[src/thsc_pkg.sv]
// shared types, codes and constants for the thermostat setpoint heater control
package thsc_pkg;

    // operation codes
    localparam logic [1:0] OP_SAMPLE = 2'd0;
    localparam logic [1:0] OP_PLUS   = 2'd1;
    localparam logic [1:0] OP_MINUS  = 2'd2;

    // setpoint reset value, 21.4
    localparam logic [2:0] SP_TENS_RST   = 3'd2;
    localparam logic [3:0] SP_UNITS_RST  = 4'd1;
    localparam logic [3:0] SP_TENTHS_RST = 4'd4;

    // setpoint digit limits and step
    localparam logic [2:0] SP_TENS_MAX   = 3'd5;
    localparam logic [3:0] UNITS_MAX     = 4'd9;
    localparam logic [3:0] TENTHS_MAX    = 4'd8;
    localparam logic [3:0] TENTHS_STEP   = 4'd2;

    // adc codes per ten degrees, codes per unit digit step
    localparam logic [7:0] ADC_PER_TEN   = 8'd51;
    localparam logic [2:0] ADC_PER_UNIT  = 3'd5;
    // x / 5 as (x * 205) >> 10, exact for x up to 50
    localparam logic [7:0] UNIT_RECIP    = 8'd205;
    localparam int         UNIT_SHIFT    = 10;

    // converted temperature, passed from the converter to the top level
    typedef struct packed {
        logic [2:0] tens;
        logic [3:0] units;
        logic [3:0] tenths;
        logic [8:0] value;
    } t_temp;

    // three digits to a value in tenths
    function automatic logic [8:0] digits_to_tenths(
        input logic [2:0] tens,
        input logic [3:0] units,
        input logic [3:0] tenths
    );
        logic [8:0] v_hund;
        logic [8:0] v_ten;
        v_hund = 9'(tens) * 9'd100;
        v_ten  = 9'(units) * 9'd10;
        return v_hund + v_ten + 9'(tenths);
    endfunction

endpackage

[src/thsc_conv.sv]
// adc code to decimal temperature digits
module thsc_conv import thsc_pkg::*; (
    input  logic [7:0] i_code,
    output t_temp      o_temp
);

    logic [2:0]  tens;
    logic [7:0]  base;
    logic [5:0]  residue;
    logic [13:0] recip_prod;
    logic [3:0]  units;
    logic [5:0]  units_x5;
    logic [2:0]  rem;

    // tens digit by threshold compares against multiples of 51
    always_comb begin
        if (i_code >= 8'(5 * 51)) begin
            tens = 3'd5;
        end else if (i_code >= 8'(4 * 51)) begin
            tens = 3'd4;
        end else if (i_code >= 8'(3 * 51)) begin
            tens = 3'd3;
        end else if (i_code >= 8'(2 * 51)) begin
            tens = 3'd2;
        end else if (i_code >= ADC_PER_TEN) begin
            tens = 3'd1;
        end else begin
            tens = 3'd0;
        end
    end

    assign base       = 8'(tens) * ADC_PER_TEN;
    assign residue    = 6'(i_code - base);
    assign recip_prod = 14'(residue) * 14'(UNIT_RECIP);
    assign units      = recip_prod[UNIT_SHIFT +: 4];
    assign units_x5   = 6'(units) * 6'(ADC_PER_UNIT);
    assign rem        = 3'(residue - units_x5);

    always_comb begin
        o_temp.tens   = tens;
        o_temp.units  = units;
        o_temp.tenths = {rem, 1'b0};
        o_temp.value  = digits_to_tenths(tens, units, {rem, 1'b0});
    end

endmodule

[src/thermostat_setpoint_heater_control_top.sv]
// top level of the on-off thermostat with a decimal setpoint
//
// usage:
//   input channel (i_in_valid / o_in_stall) carries one word: an operation
//   (sample, plus, minus) and an 8-bit adc code. output channel
//   (o_out_valid / i_out_stall) returns one word per input word: the
//   temperature digits and value (zero on button words), the setpoint digits
//   after the word, and the heater state.
//   a word passes through the input register, then the result register.
//   throughput is one word per cycle while the receiver does not stall;
//   setpoint and heater update as the word enters the result register.
//   when the receiver stalls, the result register holds and an empty input
//   register still takes one more word; after that o_in_stall rises.
//   reset (synchronous, active low) empties both registers, sets the
//   setpoint to 21.4 and turns the heater off.
//   operation code 3 returns a result and changes nothing.
module thermostat_setpoint_heater_control_top import thsc_pkg::*; (
    input  logic       i_clk,
    input  logic       i_rst_n,
    input  logic       i_in_valid,
    output logic       o_in_stall,
    input  logic [1:0] i_operation,
    input  logic [7:0] i_sample,
    output logic       o_out_valid,
    input  logic       i_out_stall,
    output logic [2:0] o_temp_tens,
    output logic [3:0] o_temp_units,
    output logic [3:0] o_temp_tenths,
    output logic [8:0] o_temp_value,
    output logic [2:0] o_set_tens_out,
    output logic [3:0] o_set_units_out,
    output logic [3:0] o_set_tenths_out,
    output logic       o_heater_out
);

    logic       r_in_valid;
    logic [1:0] r_op;
    logic [7:0] r_sample;

    logic [2:0] r_set_tens,   n_set_tens;
    logic [3:0] r_set_units,  n_set_units;
    logic [3:0] r_set_tenths, n_set_tenths;
    logic       r_heater,     n_heater;

    logic       r_out_valid;
    t_temp      r_temp,       n_temp;

    t_temp      conv_temp;
    logic [8:0] target;
    logic       advance;
    logic       load_in;

    // word moves from input register to result register
    assign advance = r_in_valid && (!r_out_valid || !i_out_stall);
    assign load_in = !r_in_valid || advance;
    assign o_in_stall = !load_in;

    always_ff @(posedge i_clk) begin
        if (!i_rst_n) begin
            r_in_valid <= 1'b0;
        end else if (load_in) begin
            r_in_valid <= i_in_valid;
        end
    end

    always_ff @(posedge i_clk) begin
        if (load_in && i_in_valid) begin
            r_op     <= i_operation;
            r_sample <= i_sample;
        end
    end

    thsc_conv u_conv (
        .i_code (r_sample),
        .o_temp (conv_temp)
    );

    assign target = digits_to_tenths(r_set_tens, r_set_units, r_set_tenths);

    always_comb begin
        n_set_tens   = r_set_tens;
        n_set_units  = r_set_units;
        n_set_tenths = r_set_tenths;
        n_heater     = r_heater;
        n_temp       = '0;
        case (r_op)
            OP_SAMPLE: begin
                n_temp   = conv_temp;
                n_heater = conv_temp.value < target;
            end
            OP_PLUS: begin
                if (r_set_tens < SP_TENS_MAX) begin
                    if (r_set_tenths != TENTHS_MAX) begin
                        n_set_tenths = r_set_tenths + TENTHS_STEP;
                    end else if (r_set_units != UNITS_MAX) begin
                        n_set_tenths = '0;
                        n_set_units  = r_set_units + 4'd1;
                    end else begin
                        n_set_tenths = '0;
                        n_set_units  = '0;
                        n_set_tens   = r_set_tens + 3'd1;
                    end
                end
            end
            OP_MINUS: begin
                if (r_set_tenths != '0) begin
                    n_set_tenths = r_set_tenths - TENTHS_STEP;
                end else if (r_set_units != '0) begin
                    n_set_tenths = TENTHS_MAX;
                    n_set_units  = r_set_units - 4'd1;
                end else if (r_set_tens != '0) begin
                    n_set_tenths = TENTHS_MAX;
                    n_set_units  = UNITS_MAX;
                    n_set_tens   = r_set_tens - 3'd1;
                end
            end
            default: begin
                n_temp = '0;
            end
        endcase
    end

    always_ff @(posedge i_clk) begin
        if (!i_rst_n) begin
            r_set_tens   <= SP_TENS_RST;
            r_set_units  <= SP_UNITS_RST;
            r_set_tenths <= SP_TENTHS_RST;
            r_heater     <= 1'b0;
            r_out_valid  <= 1'b0;
        end else begin
            if (advance) begin
                r_set_tens   <= n_set_tens;
                r_set_units  <= n_set_units;
                r_set_tenths <= n_set_tenths;
                r_heater     <= n_heater;
            end
            if (advance) begin
                r_out_valid <= 1'b1;
            end else if (!i_out_stall) begin
                r_out_valid <= 1'b0;
            end
        end
    end

    always_ff @(posedge i_clk) begin
        if (advance) begin
            r_temp <= n_temp;
        end
    end

    assign o_out_valid      = r_out_valid;
    assign o_temp_tens      = r_temp.tens;
    assign o_temp_units     = r_temp.units;
    assign o_temp_tenths    = r_temp.tenths;
    assign o_temp_value     = r_temp.value;
    // setpoint and heater registers already hold the state after the word
    assign o_set_tens_out   = r_set_tens;
    assign o_set_units_out  = r_set_units;
    assign o_set_tenths_out = r_set_tenths;
    assign o_heater_out     = r_heater;

    // setpoint stays within 00.0 to 50.0 and on even tenths
    a_sp_range: assert property (@(posedge i_clk) disable iff (!i_rst_n)
        (r_set_tens < SP_TENS_MAX) ||
        (r_set_tens == SP_TENS_MAX && r_set_units == '0 && r_set_tenths == '0))
        else $error("setpoint out of range");

    a_sp_even: assert property (@(posedge i_clk) disable iff (!i_rst_n)
        !r_set_tenths[0] && r_set_tenths <= TENTHS_MAX && r_set_units <= UNITS_MAX)
        else $error("setpoint digit invalid");

    // heater only changes on a sample word
    a_heater_hold: assert property (@(posedge i_clk) disable iff (!i_rst_n)
        (advance && r_op != OP_SAMPLE) |=> $stable(r_heater))
        else $error("heater changed on a button word");

    // value agrees with its digits
    a_value: assert property (@(posedge i_clk) disable iff (!i_rst_n)
        r_out_valid |-> (r_temp.value ==
            digits_to_tenths(r_temp.tens, r_temp.units, r_temp.tenths)))
        else $error("temperature value mismatch");

endmodule

[config.mk]
export PLATFORM = sky130hd
export DESIGN_NAME = thermostat_setpoint_heater_control_top
export DESIGN_NICKNAME = d
export VERILOG_FILES = /design/src/thsc_pkg.sv /design/src/thsc_conv.sv /design/src/thermostat_setpoint_heater_control_top.sv
export SDC_FILE = /design/constraint.sdc
export NUM_CORES = 1
export LEC_CHECK = 0
export BUFFER_PORTS_ARGS = -buffer_cell sky130_fd_sc_hd__buf_2
export CORE_UTILIZATION = 30
export DETAILED_ROUTE_END_ITERATION = 8
export PLACE_DENSITY = 0.48
export SKIP_LAST_GASP = 1
export SLEW_MARGIN = 25
export SYNTH_ARGS = -nofsm -noshare
export SYNTH_HDL_FRONTEND = slang
export SYNTH_SLANG_ARGS = --single-unit
[constraint.sdc]
create_clock -name i_clk -period 12.18 [get_ports i_clk]
set_input_delay 0 -clock i_clk [delete_from_list [all_inputs] [get_ports i_clk]]
set_output_delay 0 -clock i_clk [all_outputs]
set_load 0.01 [all_outputs]
; ---- Word-level counts from Yosys, hierarchy flattened
; Cells that the tools add are included.
[totals]
ff_bits = 44
input_bits = 14
out_inout_bits = 34
wordCells = 96
[classes]
addsub = 12
multipliers = 7
magnitude_cmp = 7
eq_ne = 13
muxes = 27
n_reduce_logical = 17
[ops]
columns = cell, n
row1 = 4-bit 2-to-1 mux, 11
row2 = 3-bit 2-to-1 mux, 10
row3 = 8-bit >= comparator (second input constant), 3
row4 = 9-bit by 4-bit adder with 9-bit output, 2
row5 = 9-bit by 8-bit adder with 9-bit output, 2
row6 = 4-bit one-hot mux with 2 select lines, 2
row7 = 3-bit by 5-bit multiplier with 7-bit output (second input constant), 2
row8 = 4-bit by 3-bit multiplier with 7-bit output (second input constant), 2
row9 = 6-bit by 8-bit multiplier with 14-bit output (second input constant), 1
row10 = 2-bit inequality test (second input constant), 6
row11 = 4-bit inequality test (second input constant), 3
row12 = 9-bit < comparator, 1
row13 = 8-bit by 6-bit >= comparator with 1-bit output (second input constant), 1
row14 = 8-bit by 7-bit >= comparator with 1-bit output (second input constant), 1
row15 = 8-bit AND reduction, 1
row16 = 4-bit nonzero test, 2
row17 = 3-bit by 6-bit multiplier with 6-bit output (second input constant), 1
row18 = 3-bit one-hot mux with 2 select lines, 1
row19 = 6-bit AND reduction, 1
row20 = 6-bit subtractor, 1
row21 = 4-bit by 1-bit adder with 4-bit output (second input constant), 1
row22 = 4-bit by 2-bit adder with 4-bit output (second input constant), 1
row23 = 1-bit logical NOT, 4
row24 = 4-bit by 3-bit multiplier with 3-bit output (second input constant), 1
row25 = 18 further kinds, 22

; ---- Depth between registers and ports, before layout
[logic_depth]
ltp_word = 13
ltp_mapped = 46

; ---- Cells and area by module
; Synthesis repeated with hierarchy kept, for this count alone.
[unflattened]
cells_unflattened = 435
hier_area_um2 = 4349.2
[modules_own_cells]
columns = module, n_inst, cells_per_inst, area_per_inst_um2, seq_area_each_um2
row1 = thermostat_setpoint_heater_control_top, 1, 238, 2655.0, 1161.1
row2 = thsc_conv, 1, 197, 1694.1, 0.0

; ---- Worst setup path before layout
; OpenSTA, ideal clock, no wires.
[synth_timing]
path_type = reg-to-reg
from = register r_sample[3]
to = register r_heater (netlist: o_heater_out)
setup_ns = 0.072
arrival_time_ns = 8.595
required_ns = 12.108
setup_slack_ns = 3.513
path_stages_with_launch = 42
n_path_buf = 1
period_less_slack_ns = 8.667
path_cell_list = edfxtp_1 > a211o_1 > and2_4 > buf_6 > nor2_1 > inv_1 > ha_1 > inv_1 > ha_1 > inv_1 > ha_1 > a21o_1 > a21o_1 > a21oi_1 > a21o_2 > nand2_2 > xor2_1 > inv_1 > [... 6 more ...] > o31ai_1 > a21oi_1 > xor2_1 > xor2_2 > ha_1 > xnor2_1 > xnor2_1 > fa_1 > fa_1 > inv_1 > ha_1 > o21a_1 > o21a_1 > o21a_1 > o21ai_1 > a21oi_1 > or3_1 > a21oi_1
[synth_lines]
columns = element, line_no
row1 = start: declaration, thermostat_setpoint_heater_control_top.sv:38  ; logic [7:0] r_sample;
row2 = start signal: assignment, thermostat_setpoint_heater_control_top.sv:69  ; r_sample <= i_sample;
row3 = end signal: assignment, thermostat_setpoint_heater_control_top.sv:135  ; r_heater <= n_heater;
row4 = end: declaration, thermostat_setpoint_heater_control_top.sv:43  ; logic r_heater, n_heater;

==> out/metrics.yaml <==
synth.area.top_cells: "ha_1, edfxtp_1, fa_1"
period_share_pct: 78.3
fmaxAchievable_mhz: 105
grt_max_degree: 21
ant_nets: 0
antenna_found_initial: 0
cts-root-buf: "clkbuf_16"
syn-cell-area_um2: 4230
gp_congestion: 0.818
via_per_inst: 4.67
setup_viol_count_final: 0
slew_violations: 0
clk_pin_slew_ps: 60
finalSetupTns_ps: 0
relSlewSlack_pct: 46.7
status: "completed"
crit_path_end_kind: "register"
final_nets: 610
fill_cells: 1419
pin_count: 48
overflow: 0
rsz0062_at_grt: "no"
cts-resized-gates: 0
drive_above_1_share_pct: 14.3
rows: 43
hold_path.class: "in -> reg"
cts_num_sinks: 41
yosysWarnings: 0
cts_max_path_buffers: 2
hpwl_mm: 7.08
fin_crit_ps: 9530
diodes: 0
worstMarginPinSlew_ps: 798
cpMostUsedCell: "a21oi_1"
dr.first_iter.drc_count: 72
drc: 0
synth_area_leader_cell: "ha_1"
start_util_pct: 30.6
max_stage_delay_ps: 510
seqCellArea_um2: 1100
syn_to_final_growth_pct: 16.4
cts_setup_buffers: 0
dieArea_um2: 14600
postSynthCellCount: 443
clock_skew_ps: 12.8
numCtsBuffers: 5
fp.dieW_um: 121
multi_input_area_um2: 2810
clk-insertion-delay-late_ps: 290
cp_slowest_cell: "edfxtp_1"
wl_per_cell_um: 12.8
async_flop_share_pct: 0
yosysTopAreaCellShare_pct: 23.1
first_global_vias: 3129
num_vias: 3184
critPathLaunchType: "register"
wirelength_mm: 8.70
ys_types: 65
whs_ps: 412
syn_area_per_cell_um2: 9.55
maxCapViolCount: 0
critPathKind: "reg -> reg"
core_area_um2: 13800
grt_pass1_wl_mm: 14.6
synth.yosys.seq_area_share_pct: 26.0
synth_edf_count: 28
first_pass_iters: 4
fp.dieH_um: 121
path_max_fanout: 8
ys_dominant_reg_cell: "edfxtp_1"
ctsHoldBuffers: 13
ys_ff_latch: 41
ctsHtreeMaxLevel: 2
cp_data_arrival_time_ps: 9740
globalRouteTotalUtil_pct: 12.9
cts_tree: "yes"
cp.required_ps: 12390
portBuffers: 44
final-hold-violation-count: 0
[stage by stage]
step / cells / instance area, µm² / setup WS, ps / utilization, %
after CTS: 682 / 4930 / 2600 / 35.6
after global routing: 682 / 4930 / 1850 / 35.6
after detailed placement: 661 / 4630 / 2640 / 33.5
after floorplan: 445 / 4240 / 3510 / -
after global placement: 661 / 4630 / 2810 / 33.5
final: 682 / 4930 / 2650 / 35.6
[synthesized netlist by cell type (all sizes together) (3+ instances only)]
cell / n
and3: 3
nor4: 3
o21bai: 4
a21oi: 27
fa: 17
a31oi: 5
nor2b: 4
inv: 68
and2: 11
edfxtp: 28
dfxtp: 13
a21o: 9
nand3: 5
buf: 7
ha: 78
nor2: 31
o21ai: 17
nor3: 3
o21a: 4
xnor2: 19
a211o: 4
xor2: 15
nand4: 4
nand2: 25
o31ai: 3
[worst paths after layout]
check,from,to,slack (ps),cells past startpoint
setup / recovery,r_sample[1],o_heater_out,2650,41
hold / removal,i_sample[3],r_sample[3],410,2
setup reg to reg,r_sample[1],o_heater_out,2650,41
hold reg to reg,o_heater_out,o_heater_out,470,2
[registers in the layout, indices dropped and copies added, names as in the netlist]
| name | flops |
|---|---|
| o_temp_value | 8 |
| r_sample | 8 |
| o_set_units_out | 4 |
| o_temp_units | 4 |
| o_set_tens_out | 3 |
| o_set_tenths_out | 3 |
| o_temp_tens | 3 |
| o_temp_tenths | 3 |
| r_op | 2 |
| o_heater_out | 1 |
| o_out_valid | 1 |
| r_in_valid | 1 |
[cells by family after synthesis]
family	after synthesis	share of synthesized area [%]
xor gates and xnor gates	35	7.98
and+or+nand+nor	101	12.3
other	1	0.0886
muxes	3	0.828
adders and majority gates	95	31.1
buffers and inverters	79	7.75
DFF	41	26.0
AOI/OAI and AO/OA	88	13.9
[final cells by class]
class	instances	area share, %
clock inverter	3	0.838
tap	180	4.57
sequential	41	22.3
clock buffer	5	2.54
multi-input combinational	325	57.1
timing repair buffer	58	7.26
inverter	70	5.33
[layout by cell type, fill, tap and decap left out, types with 14 or more instances in the layout]
master	count
inv_1	65
fa_1	17
ha_1	78
nor2_1	29
a21oi_1	26
buf_2	44
xor2_1	14
nand2_1	24
xnor2_1	18
edfxtp_1	28
[routing by layer]
layer	part of all wire (%)	global-route usage, %	wire length [µm]
met1	51	17.0	4420
met2	44	20.9	3860
met3	3.5	2.69	308
met4	1.2	3.94	104
met5	0	0	0
[critical path: cells and delay by family, from the launching register on]
family,cells,cell delay [ps]
AO/OA/AOI/OAI,17,2860
buffers and inverters,5,540
adder cells (fa/ha/maj),9,3320
AND/OR/NAND/NOR,4,870
XOR/XNOR,6,1330
flip-flops,1,510
Power is left out: the tool's default activity adds up to more than one toggle a clock period on the data nets, which glitch-free logic cannot reach.
